`src/rtl/core/vector3_alu_defines.svh`:
```
// assertion macros shared by the vector unit
`ifndef VECTOR3_ALU_DEFINES_SVH
`define VECTOR3_ALU_DEFINES_SVH

// same-cycle implication, sampled on aclk, off during reset
`define V3A_ASSERT_IMP(lbl, ante, cons, msg) \
    lbl: assert property (@(posedge aclk) disable iff (!aresetn) (ante) |-> (cons)) \
        else $error(msg);

// next-cycle implication, sampled on aclk, off during reset
`define V3A_ASSERT_NXT(lbl, ante, cons, msg) \
    lbl: assert property (@(posedge aclk) disable iff (!aresetn) (ante) |=> (cons)) \
        else $error(msg);

`endif

```
`src/rtl/core/v3a_sqrt_cell.sv`:
```
module v3a_sqrt_cell #(
    parameter int NW = 34,
    parameter int RW = 17,
    parameter int PW = 8
) (
    input  logic          aclk,
    input  logic          aresetn,
    input  logic          en,
    input  logic          in_valid,
    input  logic [NW-1:0] in_n,
    input  logic [RW:0]   in_rem,
    input  logic [RW-1:0] in_root,
    input  logic [PW-1:0] in_pay,
    output logic          out_valid,
    output logic [NW-1:0] out_n,
    output logic [RW:0]   out_rem,
    output logic [RW-1:0] out_root,
    output logic [PW-1:0] out_pay
);

    logic          valid_reg;
    logic [NW-1:0] n_reg;
    logic [RW:0]   rem_reg;
    logic [RW-1:0] root_reg;
    logic [PW-1:0] pay_reg;

    logic [RW+2:0] trial_rem;
    logic [RW+2:0] trial_sub;
    logic [RW+2:0] diff;
    logic          fits;
    logic [RW:0]   rem_next;
    logic [RW-1:0] root_next;
    logic [NW-1:0] n_next;

    // bring down the next two radicand bits and try root*4+1
    always_comb begin
        trial_rem = {in_rem, in_n[NW-1 -: 2]};
        trial_sub = {1'b0, in_root, 2'b01};
        diff      = trial_rem - trial_sub;
        fits      = (trial_rem >= trial_sub);
        rem_next  = fits ? diff[RW:0] : trial_rem[RW:0];
        root_next = {in_root[RW-2:0], fits};
        n_next    = {in_n[NW-3:0], 2'b00};
    end

    always_ff @(posedge aclk) begin
        if (!aresetn) begin
            valid_reg <= 1'b0;
        end else if (en) begin
            valid_reg <= in_valid;
        end
    end

    always_ff @(posedge aclk) begin
        if (en) begin
            n_reg    <= n_next;
            rem_reg  <= rem_next;
            root_reg <= root_next;
            pay_reg  <= in_pay;
        end
    end

    assign out_valid = valid_reg;
    assign out_n     = n_reg;
    assign out_rem   = rem_reg;
    assign out_root  = root_reg;
    assign out_pay   = pay_reg;

endmodule

```
`config.mk`:
```
export PLATFORM = sky130hd
export DESIGN_NAME = v3a_sqrt_cell
export DESIGN_NICKNAME = d
export VERILOG_FILES = /design/src/rtl/core/vector3_alu_defines.svh /design/src/rtl/core/v3a_sqrt_cell.sv
export SDC_FILE = /design/constraint.sdc
export NUM_CORES = 1
export LEC_CHECK = 0
export BUFFER_PORTS_ARGS = -buffer_cell sky130_fd_sc_hd__buf_2
export CORE_MARGIN = 5
export CORE_UTILIZATION = 25
export CTS_CLUSTER_DIAMETER = 100
export DETAILED_ROUTE_END_ITERATION = 7
export PLACE_DENSITY = 0.57
export RECOVER_POWER = 50
export SETUP_SLACK_MARGIN = 0.1
export SYNTH_ARGS = -nofsm -noshare
export SYNTH_HDL_FRONTEND = slang
export SYNTH_SLANG_ARGS = --single-unit
```
`constraint.sdc`:
```
create_clock -name aclk -period 7.1 [get_ports aclk]
set_input_delay 1.775 -clock aclk [delete_from_list [all_inputs] [get_ports aclk]]
set_output_delay 1.775 -clock aclk [all_outputs]
set_load 0.02 [all_outputs]
```
Yosys cells after proc, flatten, opt, wreduce, memory -nomap -nowiden
Index checks and enable logic that the tools add are counted.

operators by class
  add/subtract/negate cells = 1
  magnitude comparators = 1
  muxes and demuxes = 1

operators with widths
  operator        count
  $ge 20x19->1    1
  $mux 18         1
  $sub 18x18->18  1

word-level totals
  register bits = 76
  input port bits = 81
  output and inout port bits = 78
  logic and storage cells = 8

Longest topological paths before layout
  depth after elaboration = 2
  depth in mapped cells = 9
  mapped depth without buffers = 8

Least setup slack after synthesis
OpenSTA, ideal clock, no wires.

  path kind = input port to flip-flop
  from = input in_root[3]
  to = register rem_reg[11], in the netlist out_rem[11], data pin
  arrival time = 3.588 ns
  required time = 6.840 ns
  slack = 3.252 ns
  stages on the path = 9
  path buffers = 1
  cells stage by stage = inv_1 -> ha_1 -> o211ai_1 -> a21o_1 -> a22o_2 -> a211o_1 -> o211ai_4 -> buf_12 -> mux2_4

on the way
  word-level cells in the longest chain between the ends = 2
  elaborated cells on any way between the ends = 3
  classes of those cells = add/sub (1); order compare (1); mux (1)

ends and longest elaborated chain
  item                    RTL line             RTL
  start, declared         v3a_sqrt_cell.sv:12  input logic [RW-1:0] in_root,
  $ge 20x19->1            v3a_sqrt_cell.sv:40  fits = (trial_rem >= trial_sub);
  named net fits          v3a_sqrt_cell.sv:30  logic fits;
  $mux 18                 v3a_sqrt_cell.sv:41  rem_next = fits ? diff[RW:0] : trial_rem[RW:0];
  named net rem_next[11]  v3a_sqrt_cell.sv:31  logic [RW:0] rem_next;
  end signal, assigned    v3a_sqrt_cell.sv:57  rem_reg <= rem_next;
  end, declared           v3a_sqrt_cell.sv:23  logic [RW:0] rem_reg;

The timed path passes the listed nets, and every way through them passes these cells.
A chain may end at the register's enable or synchronous reset.

==> qor.yml <==
outcome:
  outcome: "complete, but fails checks"
  violations: "max-capacitance violations, max-slew violations"
logic_synthesis:
  synth_cells: 256
  synth_warnings: 0
  yosysSeqAreaShare: 0.627
  synth_edf_count: 75
  synth_most_common_cell: "edfxtp_1"
  async_reset_ff_frac: 0
  ys_types: 49
  synth_area_per_cell_um2: 14.2
  ys_ff_latch: 76
  netlist.area_leader.share: 0.622
  synthTopCellsByCount: "edfxtp_1 (75), inv_1 (26), ha_1 (19)"
  syn-cell-area_um2: 3620
  synth_area_leaders: "edfxtp_1 (62%), ha_1 (6.6%), mux2_2 (2.8%)"
  ys.flop_type: "edfxtp_1"
  synth.largest_area_cell: "edfxtp_1"
cells_and_area:
  final_nets: 517
  fillers: 1456
  regArea_um2: 2270
  drive_gt1_frac: 0.325
  multi_input_area_um2: 1200
  utilization: 0.336
  syn_to_final_growth_pct: 33.4
  n_antenna_cell: 0
  stdcell_area_um2: 4830
floorplanning:
  coreArea_um2: 14400
  die_width_um: 130
  die-area_um2: 17000
  start_util: 0.252
  num_io_pins: 159
  rows: 44
  die_height_um: 130
setup_path:
  worstSetupEndpointType: "register"
  required_ns: 7.31
  crit_buf_inv: 1
  cp_max_fo: 76
  start_kind: "input pin"
  cp_slowest_cell: "clkbuf_1"
  r2r_slack_ns: 6.41
  crit_chain: "clkbuf_1 -> mux2i_1 -> nor2b_1"
  cp_data_arrival_time_ns: 5.24
  crit_start: "en"
  cpLargestDelayFamily: "buffers and inverters"
  reg2reg_from: "out_valid"
  path_class: "input pin to register"
  slowest_delay_ns: 2.91
pwr:
  leakagePower_nw: 1.98
  peakVddDrop_mv: 0.0902
  p_per_area_nw_per_um2: 269
routing:
  drt_iter0_markers: 96
  wl_per_cell_um: 15.6
  num_vias: 2613
  first_pass_iters: 4
  ant_nets: 0
  drc: 0
  routed_wl_um: 9470
  via_per_inst: 4.31
clock_tree:
  cts_resized: 0
  ctsHoldBuffers: 0
  cts_root_buf: "clkbuf_16"
  worstSkewPairLatency_ns: 0.33
  cts_max_level: 3
  cts_buffer_depth: 2
  cts-buffers-inserted: 9
  cts_sinks: 76
  post_cts_buffers: 0
  tritoncts: "built"
  path_clk_slew_ns: 0.06
placement:
  place.gp.congestion: 0.779
  dpl_cell_area_um2: 4590
  place_ws_ns: 2.71
  portBuffers: 156
  dp_hpwl_um: 7220
hold_path:
  min-delay-start: "out_valid"
  hp-class: "register to register"
job:
  cap_viol_max_count: 1
timing:
  drv_slew: 77
  fin_ws_ns: 2.07
  worst_hold_slack_ns: 0.529
  fin_setup_tns_ns: 0
  tightest_slew_ns: 4.25
  fin_crit_ns: 5.03
  setup_violations: 0
  finalHoldViolCount: 0
  grt_setup_unrepaired: "no"
  fmax_mhz: 199
  max_slew_margin: -1.83
  period_share: 0.709
  clock_skew_ns: 0
global_routing:
  antenna_found_initial: 0
  grt_max_degree: 77
  grt_pass1_wl_um: 13600
  grt_pass1_vias: 2611
  grt_overflow_total: 0
  grtUsageTotal: 0.107
[flip-flops by register name, indices dropped and copies added (netlist names)]
register,cells
out_n,32
out_rem,18
out_root,17
out_pay,8
out_valid,1
[routing by layer]
metal  GRT usage  part of all wire
met5           0                 0
met4      0.0520             0.021
met3      0.0411              0.11
met2       0.178              0.46
met1       0.121              0.40
[path summary, 6_finish.rpt]
check | cells past startpoint | endpoint
hold / removal | 2 | out_valid
setup reg to reg | 2 | out_valid
setup / recovery | 3 | out_valid
hold reg to reg | 2 | out_valid
[cell families (layout without fill, tap and decap cells)]
family                   after synthesis  in the layout  synth area share
AO/OA/AOI/OAI                         50             50             0.102
XOR/XNOR                              12             12            0.0290
adder cells (fa/ha/maj)               19             19            0.0656
buffers and inverters                 33            198            0.0414
flip-flops                            76             76             0.627
multiplexers                          20             20            0.0666
other                                  1              2           0.00103
AND/OR/NAND/NOR                       45             45            0.0677
[tightest hold or removal path, cell delays in order (launching register included)]
cell and delay (ns):
dfxtp_1 0.31, mux2i_1 0.12, nor2b_1 0.06
[cell usage in the layout (no fill, tap or decap), drive strengths merged, types with 4 or more instances in the layout]
| cell | n |
|---|---|
| buf | 101 |
| edfxtp | 75 |
| clkbuf | 65 |
| inv | 27 |
| ha | 19 |
| mux2 | 15 |
| a21oi | 13 |
| o21ai | 10 |
| nor2 | 9 |
| xnor2 | 8 |
| nand2 | 7 |
| nand3 | 6 |
| nor3 | 5 |
| mux2i | 5 |
| xor2 | 4 |
| o211ai | 4 |
| a211oi | 4 |
[through the flow]
stage          total power, mW  instances
2_1_floorplan            0.732        257
3_3_place_gp             0.825        590
3_5_place_dp             0.830        590
4_1_cts                   1.33        606
5_1_grt                   1.37        606
6_report                  1.30        606
[layout make-up]
type	count	area share
clock buffers	10	0.0474
clock inverters	6	0.0181
inverters	26	0.0202
multi-input cells	148	0.249
flip-flops and latches	76	0.470
well taps	184	0.0476
repair buffers	156	0.147
[power by group]
group / internal (mW) / switching [mW]
registers: 0.548 / 0.0103
clock network: 0.308 / 0.180
logic: 0.0971 / 0.156
No activity file was read; power rests on OpenSTA's default activity.
