File: config.mk
export PLATFORM = sky130hd
export DESIGN_NAME = v3a_div_cell
export DESIGN_NICKNAME = d
export VERILOG_FILES = /design/src/rtl/core/vector3_alu_defines.svh /design/src/rtl/core/v3a_div_cell.sv
export SDC_FILE = /design/constraint.sdc
export NUM_CORES = 1
export LEC_CHECK = 0
export BUFFER_PORTS_ARGS = -buffer_cell sky130_fd_sc_hd__buf_2
export CORE_MARGIN = 1.5
export CORE_UTILIZATION = 45
export DETAILED_ROUTE_END_ITERATION = 10
export PLACE_DENSITY_LB_ADDON = 0.12
export SLEW_MARGIN = 0
export SYNTH_ARGS = -nofsm -noshare
export SYNTH_HDL_FRONTEND = slang
export SYNTH_SLANG_ARGS = --single-unit
File: constraint.sdc
create_clock -name aclk -period 2.53 [get_ports aclk]
set_input_delay 0.1265 -clock aclk [delete_from_list [all_inputs] [get_ports aclk]]
set_output_delay 0.1265 -clock aclk [all_outputs]
set_load 0.01 [all_outputs]
File: src/rtl/core/vector3_alu_defines.svh
// assertion macros shared by the vector unit
`ifndef VECTOR3_ALU_DEFINES_SVH
`define VECTOR3_ALU_DEFINES_SVH

// same-cycle implication, sampled on aclk, off during reset
`define V3A_ASSERT_IMP(lbl, ante, cons, msg) \
    lbl: assert property (@(posedge aclk) disable iff (!aresetn) (ante) |-> (cons)) \
        else $error(msg);

// next-cycle implication, sampled on aclk, off during reset
`define V3A_ASSERT_NXT(lbl, ante, cons, msg) \
    lbl: assert property (@(posedge aclk) disable iff (!aresetn) (ante) |=> (cons)) \
        else $error(msg);

`endif

File: src/rtl/core/v3a_div_cell.sv
module v3a_div_cell #(
    parameter int DW    = 17,
    parameter int RMW   = 31,
    parameter int QW    = 15,
    parameter int SHIFT = 14,
    parameter int PW    = 8
) (
    input  logic           aclk,
    input  logic           aresetn,
    input  logic           en,
    input  logic           in_valid,
    input  logic [DW-1:0]  in_len,
    input  logic [RMW-1:0] in_rem [3],
    input  logic [QW-1:0]  in_quo [3],
    input  logic [PW-1:0]  in_pay,
    output logic           out_valid,
    output logic [DW-1:0]  out_len,
    output logic [RMW-1:0] out_rem [3],
    output logic [QW-1:0]  out_quo [3],
    output logic [PW-1:0]  out_pay
);

    logic           valid_reg;
    logic [DW-1:0]  len_reg;
    logic [RMW-1:0] rem_reg [3];
    logic [QW-1:0]  quo_reg [3];
    logic [PW-1:0]  pay_reg;

    logic [RMW-1:0] dvs;
    logic [RMW-1:0] rem_next [3];
    logic [QW-1:0]  quo_next [3];

    // one quotient bit per cell, same divisor for all three lanes
    always_comb begin
        dvs = {{(RMW-DW){1'b0}}, in_len} << SHIFT;
        for (int i = 0; i < 3; i++) begin
            if (in_rem[i] >= dvs) begin
                rem_next[i] = in_rem[i] - dvs;
                quo_next[i] = in_quo[i] | (QW'(1) << SHIFT);
            end else begin
                rem_next[i] = in_rem[i];
                quo_next[i] = in_quo[i];
            end
        end
    end

    always_ff @(posedge aclk) begin
        if (!aresetn) begin
            valid_reg <= 1'b0;
        end else if (en) begin
            valid_reg <= in_valid;
        end
    end

    always_ff @(posedge aclk) begin
        if (en) begin
            len_reg <= in_len;
            rem_reg <= rem_next;
            quo_reg <= quo_next;
            pay_reg <= in_pay;
        end
    end

    assign out_valid = valid_reg;
    assign out_len   = len_reg;
    assign out_rem   = rem_reg;
    assign out_quo   = quo_reg;
    assign out_pay   = pay_reg;

endmodule

# After elaboration in Yosys (flattened, before gate mapping)
# Cells that the tools add are included.
# Widths: inputs -> output; s select.
dict set report word_totals {
  register_bits 164
  input_bits 167
  out_inout_bits 164
  word_cells 21
}
dict set report op_classes {
  add_sub_neg 3
  magnitude_cmp 3
  n_mux 3
}
# operator n
set op_table {}
lappend op_table {{$ge 31x31->1} 3}
lappend op_table {{$mux 31} 3}
lappend op_table {{$sub 31x31->31} 3}

# Longest topological paths before layout
# Gate-level depths: netlist (run 1).
dict set report logic_depth {
  ltp_word 2
  depth_mapped 12
  mapped_depth_nobuf 10
}

# Worst setup path after synthesis (run 1)
# No wires, ideal clock.
dict set report synth_timing {
  path_type {input to register}
  from {input port in_len[1]}
  to {register rem_reg, in the netlist out_rem[24], data pin}
  setup_ns 0.260
  t_arrival_ns 2.202
  t_required_ns 2.270
  setup_slack_ns 0.068
  path_stages 10
  path_buffers 1
  path_cell_list {inv_1 -> ha_1 -> nor2b_4 -> o31a_1 -> o31a_1 -> nor3_4 -> a211oi_4 -> a21oi_4 -> buf_12 -> mux2_4}
}
# element line_no
set synth_rtl {}
lappend synth_rtl {{from (decl)} v3a_div_cell.sv:12} ;# input logic [DW-1:0] in_len,
lappend synth_rtl {{to (signal assigned)} v3a_div_cell.sv:58} ;# rem_reg <= rem_next;
lappend synth_rtl {{to (decl)} v3a_div_cell.sv:25} ;# logic [RMW-1:0] rem_reg [3];

==> impl_metrics.sql, run 1 <==
INSERT INTO impl_metrics (metric_group, metric, value, unit) VALUES
('synthesis', 'synthesis_stage_register_bit_count', '164', ''),
('floorplanning', 'fp.dieW', '141', 'um'),
('timing', 'hold_viol', '0', ''),
('cts', 'cts_tree', 'built', ''),
('worst_setup_path', 'critical_path.reg2reg.endpoint', 'out_valid', ''),
('synthesis', 'post_synth_instance_area', '8530', 'um2'),
('drt', 'routed_via_density', '5.11', ''),
('pwr', 'leakage', '5.80', 'nW'),
('timing', 'tightestPinTransition', '639', 'ps'),
('synthesis', 'number_of_enable_type_register_cells_in_the_synthesized_netlist', '163', ''),
('timing', 'slew_violations', '0', ''),
('global_routing', 'grt_first_pass_wirelength', '39800', 'um'),
('drt', 'initial_detailed_routing_violation_count', '327', ''),
('finish', 'n_fill_cell', '1393', ''),
('finish', 'multi_input_comb_area', '3380', 'um2'),
('worst_setup_path', 'critical_path.max_fanout', '10', ''),
('worst_setup_path', 'setup.worst_path.start_class', 'primary input', ''),
('floorplanning', 'initial_utilization', '0.457', ''),
('drt', 'finalWirelength', '26200', 'um'),
('finish', 'antennaDiodeCount', '0', ''),
('synthesis', 'async_flop_share', '0', ''),
('timing', 'post-route-period-util', '0.944', ''),
('pwr', 'vdd.ir_drop.worst', '0.000482', 'V'),
('cts', 'tritoncts_num_sinks', '164', ''),
('place', 'numPortBuffers', '330', ''),
('drt', 'drt-pass1-iter-count', '4', ''),
('timing', 'setup_violations', '0', ''),
('synthesis', 'ys_warn_count', '0', ''),
('worst_setup_path', 'ff2ff_path_depth', '3', ''),
('synthesis', 'ys_dominant_reg_cell', 'edfxtp_1', ''),
('floorplanning', 'fp-row-count', '50', ''),
('worst_setup_path', 'reg2reg_slack', '1360', 'ps'),
('synthesis', 'seq_area_frac_synth', '0.576', ''),
('floorplanning', 'fp.dieArea', '19800', 'um2'),
('pwr', 'cellPowerDensity', '611', 'nW/um2'),
('min_path', 'whs_endpoint', 'out_rem[28]', ''),
('global_routing', 'grt_antenna_before_repair', '0', ''),
('cts', 'clock_buffers_created_by_tritoncts', '17', ''),
('run', 'maxCapViolCount', '0', ''),
('drt', 'wire_per_inst', '18.4', 'um'),
('timing', 'worst_hold_margin', '21.1', 'ps'),
('worst_setup_path', 'rr_startpoint', 'out_valid', ''),
('global_routing', 'via_count_of_the_first_global_routing_pass', '7298', ''),
('synthesis', 'synth_top_area_cell', 'edfxtp_1', ''),
('min_path', 'hold_class', 'primary input to register', ''),
('synthesis', 'postSynthNetCount', '843', ''),
('place', 'gp_congestion', '0.882', ''),
('floorplanning', 'die_height', '141', 'um'),
('finish', 'layout-drive-gt1-share', '0.441', ''),
('cts', 'h-tree-depth', '4', ''),
('drt', 'remaining_drc_errors', '0', ''),
('synthesis', 'synth_top_cells_by_area', 'edfxtp_1 57%, ha_1 7.5%, mux2_4 3.2%', ''),
('finish', 'synthToLayoutAreaGrowth', '51.4', '%'),
('worst_setup_path', 'critical_path_class', 'primary input to register', ''),
('cts', 'ctsLongestPathBuffers', '2', ''),
('cts', 'cts.root.buffer_cell', 'clkbuf_16', ''),
('timing', 'setup_ws', '141', 'ps'),
('place', 'detailedPlace.worstSlack', '-457', 'ps'),
('timing', 'fin_crit_period', '2390', 'ps'),
('synthesis', 'synth_top_area_frac', '0.574', ''),
('timing', 'rsz0062_at_grt', 'false', ''),
('timing', 'fin_skew', '0', 'ps'),
('global_routing', 'maximum_number_of_pins_on_one_net_before_global_route_repair', '61', ''),
('drt', 'ant_nets', '0', ''),
('cts', 'worst_setup_hold_path_clk_slew', '70', 'ps'),
('synthesis', 'post_synth_num_cell_types', '72', ''),
('worst_setup_path', 'cp.arrival', '2560', 'ps'),
('synthesis', 'syn_area_per_cell', '13.7', 'um2'),
('cts', 'clk_latency', '420', 'ps'),
('timing', 'max_fclk', '419', 'MHz'),
('min_path', 'timing.hold.worst.start', 'in_rem[28]', ''),
('worst_setup_path', 'crit_required', '2710', 'ps'),
('finish', 'num-nets-final', '1397', ''),
('finish', 'register_area', '4910', 'um2'),
('floorplanning', 'core_footprint', '18600', 'um2'),
('drt', 'via_count', '7274', ''),
('global_routing', 'gr-total-overflow', '0', ''),
('status', 'outcome', 'finished, final reports clean', ''),
('timing', 'relative_max_transition_margin', '0.563', ''),
('min_path', 'hold-path-cell-count', '2', ''),
('synthesis', 'gate_count_after_technology_mapping', '622', ''),
('floorplanning', 'ports_placed_on_the_boundary', '331', ''),
('global_routing', 'grt.total_usage', '0.265', ''),
('place', 'dpl.hpwl', '18600', 'um'),
('worst_setup_path', 'setup.worst_path.end_class', 'register', '');
[critical path, stage by stage]
cell           delay [ps]
dlygate4sd3_1         570
buf_2                 140
nor4_1                360
nand4_1               200
nor4_2                360
a211oi_1              140
o211ai_4              140
buf_12                180
mux2_2                330
[cell families (layout without fill, tap and decap cells)]
group / after synthesis / count (layout) / synth area share
flip-flops: 164 / 164 / 0.576
AND/OR/NAND/NOR: 138 / 138 / 0.0889
AO/OA/AOI/OAI: 136 / 136 / 0.113
multiplexers: 55 / 55 / 0.0786
adder cells (fa/ha/maj): 54 / 54 / 0.0819
buffers and inverters: 43 / 610 / 0.0283
XOR/XNOR: 32 / 32 / 0.0329
[power breakdown]
part           internal [mW]  switching, mW
Sequential              3.31         0.0674
Combinational           1.04          0.985
Clock                   1.31           1.19
Total                   5.66           2.24
[registers in the layout, indices dropped and copies added (netlist names)]
| signal | cells |
|---|---|
| out_len | 17 |
| out_pay | 8 |
| out_quo | 45 |
| out_rem | 93 |
| out_valid | 1 |
[layout by cell type, fill, tap and decap left out, types with 22 or more instances in the layout]
| cell | synthesis | routed |
|---|---|---|
| nor2_1 | 32 | 32 |
| xnor2_1 | 22 | 22 |
| mux2_2 | 24 | 24 |
| edfxtp_1 | 163 | 163 |
| ha_1 | 51 | 51 |
| buf_2 | 1 | 329 |
| dlygate4sd3_1 | 0 | 113 |
| o21ai_0 | 26 | 26 |
| inv_1 | 31 | 31 |
| buf_4 | 2 | 98 |
| a21oi_1 | 31 | 31 |
[cells in the mapped netlist (2+ instances only)]
master,instances
o211ai_1,4
and3_1,5
o21a_1,7
or2_2,2
or3_1,3
o2bb2ai_1,2
a211oi_2,2
mux2_4,18
fa_1,3
xor2_1,10
buf_6,3
nand4_1,13
inv_1,31
a31oi_1,3
and2_1,2
nor2_1,32
nor4_1,10
nor2b_1,18
o31a_1,7
buf_4,2
ha_1,51
a21boi_0,2
mux2i_1,13
a211oi_1,4
nand3_1,8
o21bai_1,3
o31ai_1,2
a311oi_1,3
nand2_1,17
xnor2_1,22
nand2b_1,5
o41ai_1,2
buf_12,3
a21o_1,15
edfxtp_1,163
a21oi_1,31
a21oi_2,2
clkbuf_1,3
a211o_1,4
mux2_2,24
o21ai_0,26
nor3_1,12
[stage by stage]
step	utilization	cells	cell area [um2]	power [mW]	TNS [ps]
after global placement	0.601	1278	11200	5.27	-7290
final	0.693	1423	12900	7.90	0
after CTS	0.693	1423	12900	7.91	0
after global routing	0.693	1423	12900	8.23	0
after floorplan	-	622	8530	4.44	0
after detailed placement	0.601	1278	11200	5.29	-9850
[timing repair]
item,CTS,global route
endpoints found under the setup margin,1,0
buffers inserted,0,0
resized for setup,1,0
endpoints found under the hold margin,112,0
hold buffers,113,0
[worst max path at each step]
stage               startpoint          end  slack, ps  depth (start not counted)
finish              in_rem[68]  out_rem[84]        140                          9
global route        in_rem[65]  out_rem[92]         30                          9
detailed placement  in_len[11]  out_rem[84]       -460                         11
CTS                 in_len[11]  out_rem[84]        130                         11
global placement    in_len[11]  out_rem[84]       -360                         11
floorplan            in_len[1]  out_rem[24]         70                         10
[final cells by class]
type	count	share of cell area
inverter	31	0.00901
timing repair buffer	547	0.282
tap	234	0.0227
multi-input combinational	415	0.262
clock buffer	18	0.0332
clock inverter	14	0.0107
sequential	164	0.381
[layer usage]
layer | up-vias | routed length [um] | GRT usage
li1 | 3527 | - | -
met1 | 3426 | 10200 | 0.306
met2 | 272 | 13600 | 0.480
met3 | 49 | 1500 | 0.0530
met4 | 0 | 982 | 0.112
met5 | - | 0 | 0
No activity file was read; power rests on OpenSTA's default activity.
==> inputs of run 2 (changes only) <==
--- a/config.mk
+++ b/config.mk
@@ -10,6 +10,7 @@
 export CORE_UTILIZATION = 45
 export DETAILED_ROUTE_END_ITERATION = 10
 export PLACE_DENSITY_LB_ADDON = 0.12
+export RECOVER_POWER = 50
 export SLEW_MARGIN = 0
 export SYNTH_ARGS = -nofsm -noshare
 export SYNTH_HDL_FRONTEND = slang
==> run 2 against run 1 <==
The flow now finishes with violations (max-capacitance violations, max-slew violations); total power decreased by 0.22%; register-to-register slack got worse by 20 ps; critical path depth increased by 2; die area unchanged; maximum frequency decreased by 1.3%; largest cell class unchanged; largest power group unchanged.
==> impl_metrics.sql, run 2 (synthesis results as in run 1) <==
INSERT INTO impl_metrics (metric_group, metric, value, unit) VALUES
('finish', 'layout-drive-gt1-share', '0.392', ''),
('worst_setup_path', 'rr_startpoint', 'out_valid', ''),
('min_path', 'timing.hold.worst.start', 'in_rem[28]', ''),
('global_routing', 'maximum_number_of_pins_on_one_net_before_global_route_repair', '61', ''),
('min_path', 'whs_endpoint', 'out_rem[28]', ''),
('place', 'gp_congestion', '0.882', ''),
('cts', 'clock_buffers_created_by_tritoncts', '17', ''),
('status', 'outcome', 'finished with violations', ''),
('timing', 'rsz0062_at_grt', 'false', ''),
('worst_setup_path', 'setup.worst_path.start_class', 'primary input', ''),
('worst_setup_path', 'critical_path_class', 'primary input to register', ''),
('min_path', 'hold-path-cell-count', '2', ''),
('floorplanning', 'die_height', '141', 'um'),
('pwr', 'cellPowerDensity', '615', 'nW/um2'),
('worst_setup_path', 'critical_path.reg2reg.endpoint', 'out_valid', ''),
('finish', 'largest_reg_flops', '93', ''),
('cts', 'cts.root.buffer_cell', 'clkbuf_16', ''),
('timing', 'post-route-period-util', '0.956', ''),
('global_routing', 'via_count_of_the_first_global_routing_pass', '7298', ''),
('cts', 'h-tree-depth', '4', ''),
('worst_setup_path', 'critical_path.top_delay_family', 'simple AND/OR/NAND/NOR gates', ''),
('pwr', 'cell_internal_pwr', '5.64', 'mW'),
('worst_setup_path', 'cpMaxStageDelayCell', 'or4_1', ''),
('global_routing', 'grt_antenna_before_repair', '0', ''),
('floorplanning', 'fp-row-count', '50', ''),
('min_path', 'hold_class', 'primary input to register', ''),
('worst_setup_path', 'worst-path-buf-inv', '3', ''),
('timing', 'relative_max_transition_margin', '-0.0440', ''),
('place', 'detailedPlace.worstSlack', '-457', 'ps'),
('worst_setup_path', 'cp_cell_sequence', 'clkbuf_1 > inv_1 > ha_1 > and3_1 > nand4_1 > or4_1 > nor4_2 > a211oi_1 > o211ai_4 > buf_12 > mux2_2', ''),
('place', 'dpl.hpwl', '18600', 'um'),
('pwr', 'sw_frac_of_total', '0.284', ''),
('place', 'placed_cells_incl_taps', '1278', ''),
('timing', 'setup_violations', '0', ''),
('finish', 'n_fill_cell', '1432', ''),
('pwr', 'power_frac_comb', '0.254', ''),
('global_routing', 'gr-total-overflow', '0', ''),
('place', 'dpl-instance-area', '11200', 'um2'),
('finish', 'synthToLayoutAreaGrowth', '50.1', '%'),
('run', 'maxCapViolCount', '1', ''),
('drt', 'drt-pass1-iter-count', '4', ''),
('timing', 'setup_ws', '110', 'ps'),
('cts', 'clk_latency', '420', 'ps'),
('floorplanning', 'fp.dieArea', '19800', 'um2'),
('pwr', 'seqPwrFrac', '0.429', ''),
('timing', 'fin_crit_period', '2420', 'ps'),
('pwr', 'leakage', '5.62', 'nW'),
('drt', 'routed_via_density', '5.11', ''),
('global_routing', 'grt.total_usage', '0.265', ''),
('worst_setup_path', 'reg2reg_slack', '1340', 'ps'),
('finish', 'antennaDiodeCount', '0', ''),
('finish', 'most_common_cell_after_layout_fill_and_taps_aside', 'buf_2', ''),
('drt', 'initial_detailed_routing_violation_count', '310', ''),
('worst_setup_path', 'max_stage_delay', '440', 'ps'),
('global_routing', 'grt_first_pass_wirelength', '39800', 'um'),
('timing', 'worst_hold_margin', '21.2', 'ps'),
('floorplanning', 'initial_utilization', '0.457', ''),
('place', 'numPortBuffers', '330', ''),
('worst_setup_path', 'crit_required', '2710', 'ps'),
('pwr', 'vdd.ir_drop.worst', '0.000483', 'V'),
('worst_setup_path', 'cp.arrival', '2590', 'ps'),
('drt', 'wire_per_inst', '18.4', 'um'),
('pwr', 'clock_power_share', '0.317', ''),
('timing', 'fin_skew', '0', 'ps'),
('drt', 'finalWirelength', '26100', 'um'),
('drt', 'ant_nets', '0', ''),
('cts', 'cts_tree', 'built', ''),
('worst_setup_path', 'setup.worst_path.end_class', 'register', ''),
('timing', 'hold_viol', '0', ''),
('cts', 'worst_setup_hold_path_clk_slew', '70', 'ps'),
('worst_setup_path', 'ff2ff_path_depth', '3', ''),
('pwr', 'net-switching-power', '2.24', 'mW'),
('status', 'violations', 'max-capacitance violations, max-slew violations', ''),
('pwr', 'p_total', '7.88', 'mW'),
('finish', 'fin_area', '12800', 'um2'),
('drt', 'via_count', '7276', ''),
('finish', 'num-nets-final', '1397', ''),
('timing', 'tightestPinTransition', '1570', 'ps'),
('drt', 'remaining_drc_errors', '0', ''),
('timing', 'max_fclk', '413', 'MHz'),
('finish', 'final-instance-count-excl-fill', '1423', ''),
('cts', 'tritoncts_num_sinks', '164', ''),
('floorplanning', 'fp.dieW', '141', 'um'),
('cts', 'ctsLongestPathBuffers', '2', ''),
('floorplanning', 'core_footprint', '18600', 'um2'),
('finish', 'final_cell_mix', '272 x buf_2, 163 x edfxtp_1, 113 x dlygate4sd3_1, 96 x buf_4, 59 x clkbuf_1', ''),
('timing', 'slew_violations', '61', ''),
('worst_setup_path', 'critical_path.max_fanout', '10', ''),
('floorplanning', 'ports_placed_on_the_boundary', '331', '');
## run 2: cell types whose count changed in the layout (fill, tap and decap cells not counted), sizes merged
cell,delta
clkbuf,+62
buf,-62
## run 2: power groups by stage
stage,Sequential (mW),Clock [mW],Combinational (mW)
floorplan,3.59,0,0.853
global placement,3.42,0,1.85
detailed placement,3.42,0,1.86
CTS,3.37,2.53,2.01
global route,3.40,2.64,2.17
finish,3.38,2.49,2.00
## run 2: what timing repair did
| item | 4_1_cts | 5_1_grt |
|---|---|---|
| endpoints found under the setup margin | 1 | 0 |
| endpoints found under the hold margin | 112 | 0 |
| setup buffers | 0 | 0 |
| resized for setup | 1 | 0 |
| hold buffers | 113 | 0 |
## run 2: cell type report
type,count,area [um2],area share
Clock buffer,18,429,0.0335
Sequential cell,164,4910,0.384
Tap cell,234,293,0.0229
Multi-Input combinational cell,415,3380,0.264
Timing Repair Buffer,547,3530,0.276
Clock inverter,14,138,0.0108
Inverter,31,116,0.00909
## run 2: worst max-delay path by stage
stage	slack, ps	depth (start not counted)	start	end
6_report	110	11	in_len[12]	out_rem[84]
5_1_grt	30	11	in_len[12]	out_rem[92]
4_1_cts	130	11	in_len[11]	out_rem[84]
3_5_place_dp	-460	11	in_len[11]	out_rem[84]
3_3_place_gp	-360	11	in_len[11]	out_rem[84]
2_1_floorplan	70	10	in_len[1]	out_rem[24]
## run 2: stage by stage
stage                     setup TNS (ps)   util
after global routing                   0  0.687
final                                  0  0.687
after detailed placement           -9850  0.601
after floorplan                        0      -
after global placement             -7290  0.601
after CTS                              0  0.693
## run 2: worst register-to-register path, cell delays in order (launching register included)
cell	delay [ps]
dfxtp_1	310
mux2i_1	130
nor2b_1	80
dlygate4sd3_1	560
## run 2: routing by layer
| metal | global-route usage | vias to the layer above | wire [um] |
|---|---|---|---|
| met5 | 0 | - | 0 |
| met4 | 0.112 | 0 | 945 |
| met3 | 0.0530 | 46 | 1430 |
| met2 | 0.480 | 257 | 13600 |
| met1 | 0.306 | 3446 | 10200 |
| li1 | - | 3527 | - |
